## config.mk

```make
export PLATFORM = sky130hd
export DESIGN_NAME = nonpreemptive_priority_scheduler
export DESIGN_NICKNAME = d
export VERILOG_FILES = /design/src/pps_pkg.sv /design/src/pps_ram.sv /design/src/pps_scan.sv /design/src/nonpreemptive_priority_scheduler.sv
export SDC_FILE = /design/constraint.sdc
export NUM_CORES = 2
export LEC_CHECK = 0
export BUFFER_PORTS_ARGS = -buffer_cell sky130_fd_sc_hd__buf_2
export CAP_MARGIN = 20
export CORE_AREA = 2 2 321 228
export CTS_BUF_LIST = sky130_fd_sc_hd__clkbuf_4
export DETAILED_ROUTE_END_ITERATION = 7
export DIE_AREA = 0 0 323 230
export PLACE_DENSITY = 0.88
export SLEW_MARGIN = 20
export SYNTH_ARGS = -nofsm -noshare
export SYNTH_HDL_FRONTEND = slang
export SYNTH_SLANG_ARGS = --single-unit
```

## constraint.sdc

```tcl
create_clock -name i_clk -period 6.7 [get_ports i_clk]
set_input_delay 0.67 -clock i_clk [delete_from_list [all_inputs] [get_ports i_clk]]
set_output_delay 0.67 -clock i_clk [all_outputs]
set_load 0.05 [all_outputs]
```

## src/pps_pkg.sv

```systemverilog
// Shared types and constants for the nonpreemptive priority scheduler.
`default_nettype none

package pps_pkg;

    localparam int SLOT_W    = 4;
    localparam int ID_W      = 8;
    localparam int ARRIVAL_W = 16;
    localparam int PRIO_W    = 8;
    localparam int BURST_W   = 16;
    localparam int NOW_W     = 32;
    localparam int REM_W     = 16;
    localparam int READY_W   = 5;
    localparam int SW_W      = 16;
    localparam int KEY_W     = PRIO_W + ARRIVAL_W + ID_W;

    localparam int READY_MAX = 31;

    typedef enum logic {
        FUNC_LOAD = 1'b0,
        FUNC_TICK = 1'b1
    } t_func;

    // Request payload, last field in the lowest bits.
    typedef struct packed {
        logic [BURST_W-1:0]   burst_time;
        logic [PRIO_W-1:0]    prio_level;
        logic [ARRIVAL_W-1:0] arrival_time;
        logic [ID_W-1:0]      task_id;
        logic [SLOT_W-1:0]    slot;
    } t_request;

    localparam int REQ_W       = $bits(t_request);
    localparam int REQ_BYTES_W = ((REQ_W + 7) / 8) * 8;

    // One task table entry as stored in the RAM.
    typedef struct packed {
        logic [ID_W-1:0]      ident;
        logic [ARRIVAL_W-1:0] arrival;
        logic [PRIO_W-1:0]    urgency;
        logic [REM_W-1:0]     remaining;
    } t_entry;

    // Result payload, last field in the lowest bits.
    typedef struct packed {
        logic                 all_done;
        logic [SW_W-1:0]      switch_total;
        logic [READY_W-1:0]   ready_count;
        logic [REM_W-1:0]     remaining_after;
        logic                 finished;
        logic                 dispatched;
        logic [ID_W-1:0]      run_task_id;
        logic [SLOT_W-1:0]    run_slot;
        logic                 cpu_busy;
        logic [NOW_W-1:0]     now_time;
    } t_result;

    localparam int RES_W       = $bits(t_result);
    localparam int RES_BYTES_W = ((RES_W + 7) / 8) * 8;

    typedef enum logic [2:0] {
        S_IDLE,
        S_LOAD,
        S_SCAN,
        S_DRAIN,
        S_PICK,
        S_UPD,
        S_FIN
    } t_state;

    // Selection key: lower wins; priority, then arrival, then id.
    function automatic logic [KEY_W-1:0] key_of(input t_entry e);
        key_of = {e.urgency, e.arrival, e.ident};
    endfunction

endpackage

`default_nettype wire

```

## src/pps_ram.sv

```systemverilog
// Generic single-write, single-read RAM with registered read data.
`default_nettype none

module pps_ram #(
    parameter int WIDTH = 8,
    parameter int DEPTH = 16
) (
    input  wire logic                     i_clk,
    input  wire logic                     i_we,
    input  wire logic [$clog2(DEPTH)-1:0] i_waddr,
    input  wire logic [WIDTH-1:0]         i_wdata,
    input  wire logic [$clog2(DEPTH)-1:0] i_raddr,
    output logic      [WIDTH-1:0]         o_rdata
);

    logic [WIDTH-1:0] r_mem [DEPTH];

    always_ff @(posedge i_clk) begin
        if (i_we) begin
            r_mem[i_waddr] <= i_wdata;
        end
        o_rdata <= r_mem[i_raddr];
    end

endmodule

`default_nettype wire

```

## src/pps_scan.sv

```systemverilog
// Shared compare unit: tracks the best ready entry and the ready count over a scan.
`default_nettype none

module pps_scan
    import pps_pkg::*;
#(
    parameter int AW = 4,
    parameter int CW = 5
) (
    input  wire logic             i_clk,
    input  wire logic             i_rst_n,
    input  wire logic             i_clear,
    input  wire logic             i_en,
    input  wire logic             i_live,
    input  wire logic [AW-1:0]    i_idx,
    input  wire t_entry           i_ent,
    input  wire logic [NOW_W-1:0] i_sel_time,
    input  wire logic [NOW_W-1:0] i_cnt_time,
    output logic                  o_found,
    output logic      [AW-1:0]    o_best_idx,
    output logic      [ID_W-1:0]  o_best_id,
    output logic      [CW-1:0]    o_count
);

    logic              r_found;
    logic [KEY_W-1:0]  r_key;
    logic [AW-1:0]     r_idx;
    logic [CW-1:0]     r_count;

    logic [NOW_W-1:0]  arr_ext;
    logic [KEY_W-1:0]  cand_key;
    logic              rdy_sel;
    logic              rdy_cnt;
    logic              better;

    assign arr_ext  = NOW_W'(i_ent.arrival);
    assign cand_key = key_of(i_ent);
    assign rdy_sel  = i_live && (arr_ext <= i_sel_time);
    assign rdy_cnt  = i_live && (arr_ext <= i_cnt_time);
    // strict compare keeps the lower slot on a full tie
    assign better   = !r_found || (cand_key < r_key);

    always_ff @(posedge i_clk) begin
        if (!i_rst_n || i_clear) begin
            r_found <= 1'b0;
            r_count <= '0;
        end else if (i_en) begin
            if (rdy_sel && better) begin
                r_found <= 1'b1;
            end
            if (rdy_cnt) begin
                r_count <= r_count + 1'b1;
            end
        end
    end

    always_ff @(posedge i_clk) begin
        if (i_en && rdy_sel && better) begin
            r_key <= cand_key;
            r_idx <= i_idx;
        end
    end

    assign o_found    = r_found;
    assign o_best_idx = r_idx;
    assign o_best_id  = r_key[ID_W-1:0];
    assign o_count    = r_count;

endmodule

`default_nettype wire

```

## src/nonpreemptive_priority_scheduler.sv

```systemverilog
// Top level of the nonpreemptive priority scheduler: sequencer, task flags and result register.
//
// Usage:
//   Requests enter on the s_axis channel. tuser carries the function: load writes one
//   task slot from tdata, tick advances time by one and runs the current task, first
//   dispatching the most urgent ready entry when nothing is running. Every request
//   returns exactly one result on the m_axis channel.
//   Flow: every request walks the whole task table through one RAM read port and
//   one key comparator, one entry per cycle. A load adds the table write before the
//   scan and a tick that runs a task adds the remaining-time read-modify-write after
//   it. The next request is taken only once the last result is registered, so the
//   block never holds more than one request at a time.
//   s_axis tready is high only between requests.
//   Reset: synchronous, active low. Clears the slot valid and done flags, time,
//   the running task, the switch counter and the result valid flag. Task fields
//   in the RAM are not cleared; an unloaded slot is read but never counted or selected.
//   Stall: a finished result sits in the output register until m_axis tready;
//   a new request is still accepted meanwhile and holds at its last step until
//   the register frees.
`default_nettype none

module nonpreemptive_priority_scheduler
    import pps_pkg::*;
#(
    parameter int MAX_TASKS = 16
) (
    input  wire logic                   i_clk,
    input  wire logic                   i_rst_n,
    input  wire logic                   i_s_axis_tvalid,
    output logic                        o_s_axis_tready,
    // tdata, lowest bit up: slot(4) task_id(8) arrival_time(16) prio_level(8)
    // burst_time(16), zero pad(4)
    input  wire logic [REQ_BYTES_W-1:0] i_s_axis_tdata,
    // tuser: func(1), 0 = load, 1 = tick
    input  wire logic                   i_s_axis_tuser,
    output logic                        o_m_axis_tvalid,
    input  wire logic                   i_m_axis_tready,
    // tdata, lowest bit up: now_time(32) cpu_busy(1) run_slot(4) run_task_id(8)
    // dispatched(1) finished(1) remaining_after(16) ready_count(5)
    // switch_total(16) all_done(1), zero pad(3)
    output logic      [RES_BYTES_W-1:0] o_m_axis_tdata
);

    localparam int AW    = $clog2(MAX_TASKS);
    localparam int CW    = $clog2(MAX_TASKS + 1);
    localparam int ENT_W = $bits(t_entry);

    // ---------------------------------------------------------------- state
    t_state               r_state, n_state;
    t_request             r_req;
    t_func                r_func;
    logic [AW-1:0]        r_idx;
    logic                 r_cand_vld;
    logic [AW-1:0]        r_cand_idx;

    logic [MAX_TASKS-1:0] r_valid;
    logic [MAX_TASKS-1:0] r_done;
    logic [NOW_W-1:0]     r_time;
    logic [AW-1:0]        r_run_slot;
    logic                 r_run_valid;
    logic [ID_W-1:0]      r_last_id;
    logic                 r_last_valid;
    logic [SW_W-1:0]      r_sw;

    // per-request result fields
    logic                 r_busy;
    logic                 r_disp;
    logic                 r_fin;
    logic [SLOT_W-1:0]    r_rslot;
    logic [ID_W-1:0]      r_rid;
    logic [REM_W-1:0]     r_rem;

    t_result              r_out;
    logic                 r_o_valid;

    // ---------------------------------------------------------------- wires
    logic                 accept;
    logic                 out_free;
    t_request             req_in;
    logic [AW-1:0]        slot_addr;
    logic                 slot_ok;
    logic [NOW_W-1:0]     t_next;
    logic [NOW_W-1:0]     cnt_time;
    logic                 run_now;

    logic                 ram_we;
    logic [AW-1:0]        ram_waddr;
    t_entry               ram_wdata;
    logic [AW-1:0]        ram_raddr;
    t_entry               ram_rdata;
    logic [REM_W-1:0]     rem_new;

    logic                 scan_clear;
    logic                 scan_found;
    logic [AW-1:0]        scan_best_idx;
    logic [ID_W-1:0]      scan_best_id;
    logic [CW-1:0]        scan_count;
    logic                 cand_live;

    logic                 excl;
    logic [CW-1:0]        cnt_adj;
    logic [READY_W-1:0]   ready_sat;
    t_result              res;

    assign accept    = i_s_axis_tvalid && o_s_axis_tready;
    assign out_free  = !r_o_valid || i_m_axis_tready;
    assign req_in    = t_request'(i_s_axis_tdata[REQ_W-1:0]);
    assign slot_addr = AW'(r_req.slot);
    assign slot_ok   = int'(r_req.slot) < MAX_TASKS;

    // time saturates at all ones
    assign t_next   = (r_time == '1) ? r_time : r_time + 1'b1;
    // ready count is taken at the time after the request
    assign cnt_time = (r_func == FUNC_TICK) ? t_next : r_time;

    // a tick runs a task if one is running or the scan found one
    assign run_now = (r_func == FUNC_TICK) && (r_run_valid || scan_found);

    // remaining time saturates at zero
    assign rem_new = (ram_rdata.remaining == '0) ? '0 : ram_rdata.remaining - 1'b1;

    assign cand_live = r_valid[r_cand_idx] && !r_done[r_cand_idx];

    // ---------------------------------------------------------------- task RAM
    pps_ram #(
        .WIDTH (ENT_W),
        .DEPTH (MAX_TASKS)
    ) u_ram (
        .i_clk   (i_clk),
        .i_we    (ram_we),
        .i_waddr (ram_waddr),
        .i_wdata (ram_wdata),
        .i_raddr (ram_raddr),
        .o_rdata (ram_rdata)
    );

    // ---------------------------------------------------------------- compare unit
    pps_scan #(
        .AW (AW),
        .CW (CW)
    ) u_scan (
        .i_clk      (i_clk),
        .i_rst_n    (i_rst_n),
        .i_clear    (scan_clear),
        .i_en       (r_cand_vld),
        .i_live     (cand_live),
        .i_idx      (r_cand_idx),
        .i_ent      (ram_rdata),
        .i_sel_time (r_time),
        .i_cnt_time (cnt_time),
        .o_found    (scan_found),
        .o_best_idx (scan_best_idx),
        .o_best_id  (scan_best_id),
        .o_count    (scan_count)
    );

    // ---------------------------------------------------------------- next state
    always_comb begin
        n_state = r_state;
        unique case (r_state)
            S_IDLE: begin
                if (accept) begin
                    n_state = (t_func'(i_s_axis_tuser) == FUNC_TICK) ? S_SCAN : S_LOAD;
                end
            end
            S_LOAD:  n_state = S_SCAN;
            S_SCAN: begin
                if (r_idx == AW'(MAX_TASKS - 1)) begin
                    n_state = S_DRAIN;
                end
            end
            S_DRAIN: n_state = S_PICK;
            S_PICK:  n_state = run_now ? S_UPD : S_FIN;
            S_UPD:   n_state = S_FIN;
            S_FIN: begin
                if (out_free) begin
                    n_state = S_IDLE;
                end
            end
            default: n_state = S_IDLE;
        endcase
    end

    // ---------------------------------------------------------------- state outputs
    always_comb begin
        o_s_axis_tready        = 1'b0;
        scan_clear             = 1'b0;
        ram_we                 = 1'b0;
        ram_waddr              = slot_addr;
        ram_wdata.ident        = r_req.task_id;
        ram_wdata.arrival      = r_req.arrival_time;
        ram_wdata.urgency      = r_req.prio_level;
        ram_wdata.remaining    = r_req.burst_time;
        ram_raddr              = r_idx;
        unique case (r_state)
            S_IDLE: begin
                o_s_axis_tready = 1'b1;
                scan_clear      = 1'b1;
            end
            S_LOAD: begin
                // drop loads beyond the table
                ram_we     = slot_ok;
                scan_clear = 1'b1;
            end
            S_SCAN, S_DRAIN, S_FIN: begin
            end
            S_PICK: begin
                ram_raddr = r_run_valid ? r_run_slot : scan_best_idx;
            end
            S_UPD: begin
                ram_we              = 1'b1;
                ram_waddr           = r_run_slot;
                ram_wdata           = ram_rdata;
                ram_wdata.remaining = rem_new;
            end
            default: begin
            end
        endcase
    end

    // ---------------------------------------------------------------- result assembly
    // the slot that ran (or keeps running) was counted by the scan; take it out
    assign excl    = (r_func == FUNC_TICK) ? r_busy : r_run_valid;
    assign cnt_adj = scan_count - CW'(excl);
    assign ready_sat = (int'(cnt_adj) > READY_MAX) ? READY_W'(READY_MAX) : READY_W'(cnt_adj);

    always_comb begin
        res.now_time        = cnt_time;
        res.cpu_busy        = r_busy;
        res.run_slot        = r_rslot;
        res.run_task_id     = r_rid;
        res.dispatched      = r_disp;
        res.finished        = r_fin;
        res.remaining_after = r_rem;
        res.ready_count     = ready_sat;
        res.switch_total    = r_sw;
        res.all_done        = ~|(r_valid & ~r_done);
    end

    // ---------------------------------------------------------------- registers
    always_ff @(posedge i_clk) begin
        if (!i_rst_n) begin
            r_state      <= S_IDLE;
            r_idx        <= '0;
            r_cand_vld   <= 1'b0;
            r_valid      <= '0;
            r_done       <= '0;
            r_time       <= '0;
            r_run_slot   <= '0;
            r_run_valid  <= 1'b0;
            r_last_id    <= '0;
            r_last_valid <= 1'b0;
            r_sw         <= '0;
            r_busy       <= 1'b0;
            r_disp       <= 1'b0;
            r_fin        <= 1'b0;
            r_rslot      <= '0;
            r_rid        <= '0;
            r_rem        <= '0;
            r_o_valid    <= 1'b0;
        end else begin
            r_state    <= n_state;
            r_cand_vld <= (r_state == S_SCAN);

            // post a finished result, or drop the one the receiver took
            if (r_state == S_FIN && out_free) begin
                r_o_valid <= 1'b1;
            end else if (r_o_valid && i_m_axis_tready) begin
                r_o_valid <= 1'b0;
            end

            unique case (r_state)
                S_IDLE: begin
                    if (accept) begin
                        r_idx  <= '0;
                        r_busy <= 1'b0;
                        r_disp <= 1'b0;
                        r_fin  <= 1'b0;
                        r_rslot <= '0;
                        r_rid  <= '0;
                        r_rem  <= '0;
                    end
                end
                S_LOAD: begin
                    if (slot_ok) begin
                        r_valid[slot_addr] <= 1'b1;
                        r_done[slot_addr]  <= 1'b0;
                        // rewriting the running slot cancels the run
                        if (r_run_valid && r_run_slot == slot_addr) begin
                            r_run_valid <= 1'b0;
                        end
                    end
                end
                S_SCAN: begin
                    r_idx <= r_idx + 1'b1;
                end
                S_DRAIN: begin
                end
                S_PICK: begin
                    if (run_now) begin
                        r_busy <= 1'b1;
                        if (!r_run_valid) begin
                            // dispatch; count a switch only when the id changes
                            r_run_valid  <= 1'b1;
                            r_run_slot   <= scan_best_idx;
                            r_disp       <= 1'b1;
                            r_last_id    <= scan_best_id;
                            r_last_valid <= 1'b1;
                            if (r_last_valid && r_last_id != scan_best_id && r_sw != '1) begin
                                r_sw <= r_sw + 1'b1;
                            end
                        end
                    end
                end
                S_UPD: begin
                    r_rslot <= SLOT_W'(r_run_slot);
                    r_rid   <= ram_rdata.ident;
                    r_rem   <= rem_new;
                    if (rem_new == '0) begin
                        r_fin               <= 1'b1;
                        r_done[r_run_slot]  <= 1'b1;
                        r_run_valid         <= 1'b0;
                    end
                end
                S_FIN: begin
                    if (out_free) begin
                        r_time <= cnt_time;
                    end
                end
                default: begin
                end
            endcase
        end
    end

    // candidate index and result payload need no reset
    always_ff @(posedge i_clk) begin
        r_cand_idx <= r_idx;
        if (accept) begin
            r_req  <= req_in;
            r_func <= t_func'(i_s_axis_tuser);
        end
        if (r_state == S_FIN && out_free) begin
            r_out <= res;
        end
    end

    assign o_m_axis_tvalid = r_o_valid;
    assign o_m_axis_tdata  = {{(RES_BYTES_W - RES_W){1'b0}}, r_out};

    // ---------------------------------------------------------------- assertions
`ifndef ASSERT_OFF
    // an accepted request always starts the sequencer
    a_accept_starts: assert property (@(posedge i_clk) disable iff (!i_rst_n)
        accept |=> (r_state != S_IDLE))
        else $error("request accepted but sequencer stayed idle");

    // the running task always points at a loaded, unfinished slot
    a_run_live: assert property (@(posedge i_clk) disable iff (!i_rst_n)
        r_run_valid |-> (r_valid[r_run_slot] && !r_done[r_run_slot]))
        else $error("running slot is not a live entry");

    // a dispatch from an idle processor marks the run and the result
    a_dispatch: assert property (@(posedge i_clk) disable iff (!i_rst_n)
        (r_state == S_PICK && run_now && !r_run_valid) |=> (r_run_valid && r_disp && r_busy))
        else $error("dispatch did not start a run");
`endif

endmodule

`default_nettype wire

```

==> results by group <==
Final layout
  – Filler instances: 4,145
  – Most frequent cells in the layout: edfxtp_1, clkbuf_4, nand2_1
  – Most common cell after layout, fill and taps aside: edfxtp_1
  – Area growth syn-to-layout: 13.0%
  – Final core occ: 0.719
  – Fraction of layout cells with a size suffix above 1: 0.256
  – Nets: 3,265

Floorplanning
  – Row cnt: about 80
  – Die H: roughly 230 µm
  – Die area: around 0.074 mm²
  – Core area: between 0.07 and 0.08 mm²
  – Initial Util: 0.636
  – Die X: 323 µm
  – Num ports: ~150

Clocking
  – Post-CTS Setup Bufs: 0
  – Clock sinks: around 1.1k
  – Longest Clk Path Bufs: 4
  – Worst-skew pair later-pin latency: about 1.1 ns
  – CTS tree: yes
  – Clock root cell: clkbuf_4
  – Clock-pin slew on the worst setup and hold paths: 0.07 ns
  – H-tree Lvls: 5
  – CTS Buf Count: approximately 270

Pwr
  – Leak: 18.4 nW
  – Logic pwr share: 0.095
  – Sw Ratio: 0.242
  – Clk pwr share: 0.370
  – Internal: 0.0115 W
  – Pwr Density: roughly 300 mW/mm²
  – Sw power: approximately 0.0037 W
  – Sequential power share: 0.535
  – VDD IR max: between 0.2 and 0.25 mV

Setup path
  – Worst setup SP type: flop
  – Crit Path Class: reg -> reg
  – Crit end category: flop
  – Worst reg-to-reg path cell count: 18
  – Critical Path RT: 7.64 ns
  – Reg-to-reg slack, setup: about 1.1 ns
  – Max FO, Critical Path: 7
  – Reg2Reg Launch Point: r_time[0]
  – CP peak stage delay: 0.73 ns
  – CP arrival: between 6 and 7 ns
  – Slowest CP cell: o311ai_1
  – Crit path cell chain: ha_1 > nand3_1 > or3_4 > o311ai_1 > nor2_1 > and4_1 > and3_1 > nand3_1 > xnor2_1 > ha_1 > nand4_1 > nor2_1 > o21a_1 > o311ai_0 > or4_4 > o31ai_4 > or3_1 > a21oi_1
  – Reg2Reg Capture Point: u_scan.o_count[3]

Synth
  – Avg Synthesized Cell Area: 16.4 µm²
  – FFs w/ async S/R, synth: 0
  – Post-synthesis sequential area ratio: 0.711
  – Ys flop type: edfxtp_1
  – EDFF count, synth: between 900 and 1k
  – Synth Instances: ~2.8k
  – Synth cell types: slightly above 60
  – Post-synthesis cell area: 0.0452 mm²
  – FF+latch count, synth: roughly 1.1k
  – Synth warnings: 0

Drt
  – Vias: 27.3k
  – DRT antenna net count: 0
  – DRC: 0
  – Wire length per cell: between 20 and 30 µm
  – First-iteration detailed-routing DRC count: 3,762
  – Total wire length: between 100,000 and 150,000 µm
  – Vias per cell: around 6.3
  – Pre-antenna DRT Iters: 8

GRT
  – GRT Residual Overflow: 0
  – Global-route wire length before repair: between 150,000 and 200,000 µm
  – Largest net degree at the start of global routing: between 150 and 200
  – Initial antenna violation count: 3
  – Vias in the first global route: around 28k
  – Overall global routing resource usage: 0.295

Timing
  – Fin crit share: 0.841
  – RSZ-0062 raised after global routing: no
  – Final min period: between 5 and 6 ns
  – Clock Skew: 0.0803 ns
  – Worst-margin pin slew: 1.11 ns
  – Relative slew slack: 0.240
  – Final setup fails: 0
  – Max frequency: approximately 180 MHz
  – Final hold violations: 0
  – Slew Limit Fails: 0
  – Setup TNS: 0 ns

Placement
  – GP Congestion: 0.935
  – Port buffer count: ~140
  – Hpwl dp: slightly below 60,000 µm

Worst hold path
  – Hold path startpoint: i_s_axis_tvalid
  – HP Class: in -> reg
  – Hold Path Depth: 5
  – Hold EP: r_fin

Outcome
  – Status: complete, no violations

Job
  – # Max-Cap Violations: 0
## how the worst max path moves through the flow
stage	start	to	slack (ns)
after CTS	r_time[0]	u_scan.o_count[3]	1.35
final	r_time[0]	u_scan.o_count[3]	1.06
after global placement	r_time[0]	u_scan.o_count[4]	1.67
after detailed placement	r_time[0]	u_scan.o_count[4]	1.44
after floorplan	u_scan.r_key[1]	u_scan.o_best_idx[0]	1.71
after global routing	r_time[3]	u_scan.o_count[0]	0.93
## what timing repair did
action,CTS,global route
hold buffers,54,0
gates resized for setup,0,0
hold endpoints to repair,54,0
## metal layers
layer  up-vias  routed length (µm)  GRT usage
met5         -                   0          0
met3       286               11600     0.0664
met2      1910               53700      0.481
li1      11600                   -          -
met4         0                3370      0.120
met1     13500               39200      0.389
## sequential cells by signal, indices dropped and copies added (netlist names), 5 cells and up
signal	cells
o_m_axis_tdata	85
r_rem	16
r_last_id	8
r_req	48
u_scan.o_count	5
u_scan.r_key	32
r_done	16
r_valid	16
u_ram.r_mem	768
u_ram.o_rdata	48
r_rid	8
r_time	32
r_sw	16
## cells by family after synthesis
kind of cell / after synthesis / synth area share
AOI/OAI and AO/OA: 339 / 0.0499
muxes: 256 / 0.111
xor gates and xnor gates: 88 / 0.0171
adders and majority gates: 70 / 0.0194
DFF: 1134 / 0.711
and+or+nand+nor: 649 / 0.0722
buffers and inverters: 218 / 0.0190
other: 1 / 0.0000830
## Yosys cell counts (4+ instances only)
cell type    n  area [µm²]
inv_1       86         323
o211ai_1     5        37.5
xnor2_1     56         490
clkbuf_1    91         342
nand2b_1    28         175
buf_1       16        60.1
mux4_2     196        4410
buf_2       22         110
a211oi_1    51         383
nand4_1     32         200
mux2i_1     59         591
edfxtp_1   942       28300
o21ai_0     39         195
a21o_1      31         233
nor2b_1     74         463
nor4_1      15        93.8
o211a_1      4        40.0
a21oi_1     89         445
a21boi_0    41         308
o22ai_1     18         113
nand2_1    232         871
nand3_1     44         220
o21a_1      24         180
nor3b_1      4        30.0
nor3_1      24         120
and4_1      10        87.6
and3_1      14        87.6
and2_1      40         250
nor2_1      89         334
a31oi_1     11        68.8
or4_1        7        52.6
o31ai_1      4        30.0
or2_2        5        31.3
or3_1       15        93.8
dfxtp_1    192        3840
nand4b_1     4        35.0
ha_1        70         876
xor2_1      32         280
## power by group through the flow
stage                     combinational, W  sequential, W  clock [W]
after global placement             0.00130        0.00821          0
after global routing               0.00155        0.00809    0.00604
after detailed placement           0.00139        0.00823          0
final                              0.00144        0.00808    0.00560
after CTS                          0.00143        0.00807    0.00568
after floorplan                    0.00102        0.00815          0
## metrics by stage
step                hold WS [ns]  setup WS, ns  total power, W  cell area (µm²)  std cells
floorplan                  0.373          1.71         0.00917            45200       2757
global placement           0.415          1.67         0.00951            47100       3770
detailed placement         0.420          1.44         0.00962            47100       3770
CTS                       0.0422          1.35          0.0152            51000       4296
global route              0.0891         0.925          0.0157            51000       4299
finish                     0.112          1.06          0.0151            51000       4299
## worst max-delay path, delay by kind of cell (launching register included)
family | cells | cell delay (ns)
AOI/OAI and AO/OA | 5 | 1.54
xor gates and xnor gates | 1 | 0.11
adders and majority gates | 2 | 0.61
DFF | 1 | 0.47
and+or+nand+nor | 10 | 2.72
## cell type report
type	count	area (µm²)	share of cell area
tap	966	1210	0.0237
clock buffer	421	3160	0.0619
sequential	1134	32100	0.630
inverter	86	325	0.00637
multi-input combinational	1405	12400	0.243
antenna	3	7.51	0.000147
timing repair buffer	233	1580	0.0309
clock inverter	51	249	0.00488
Note: power is estimated with default switching activity, not from simulation.
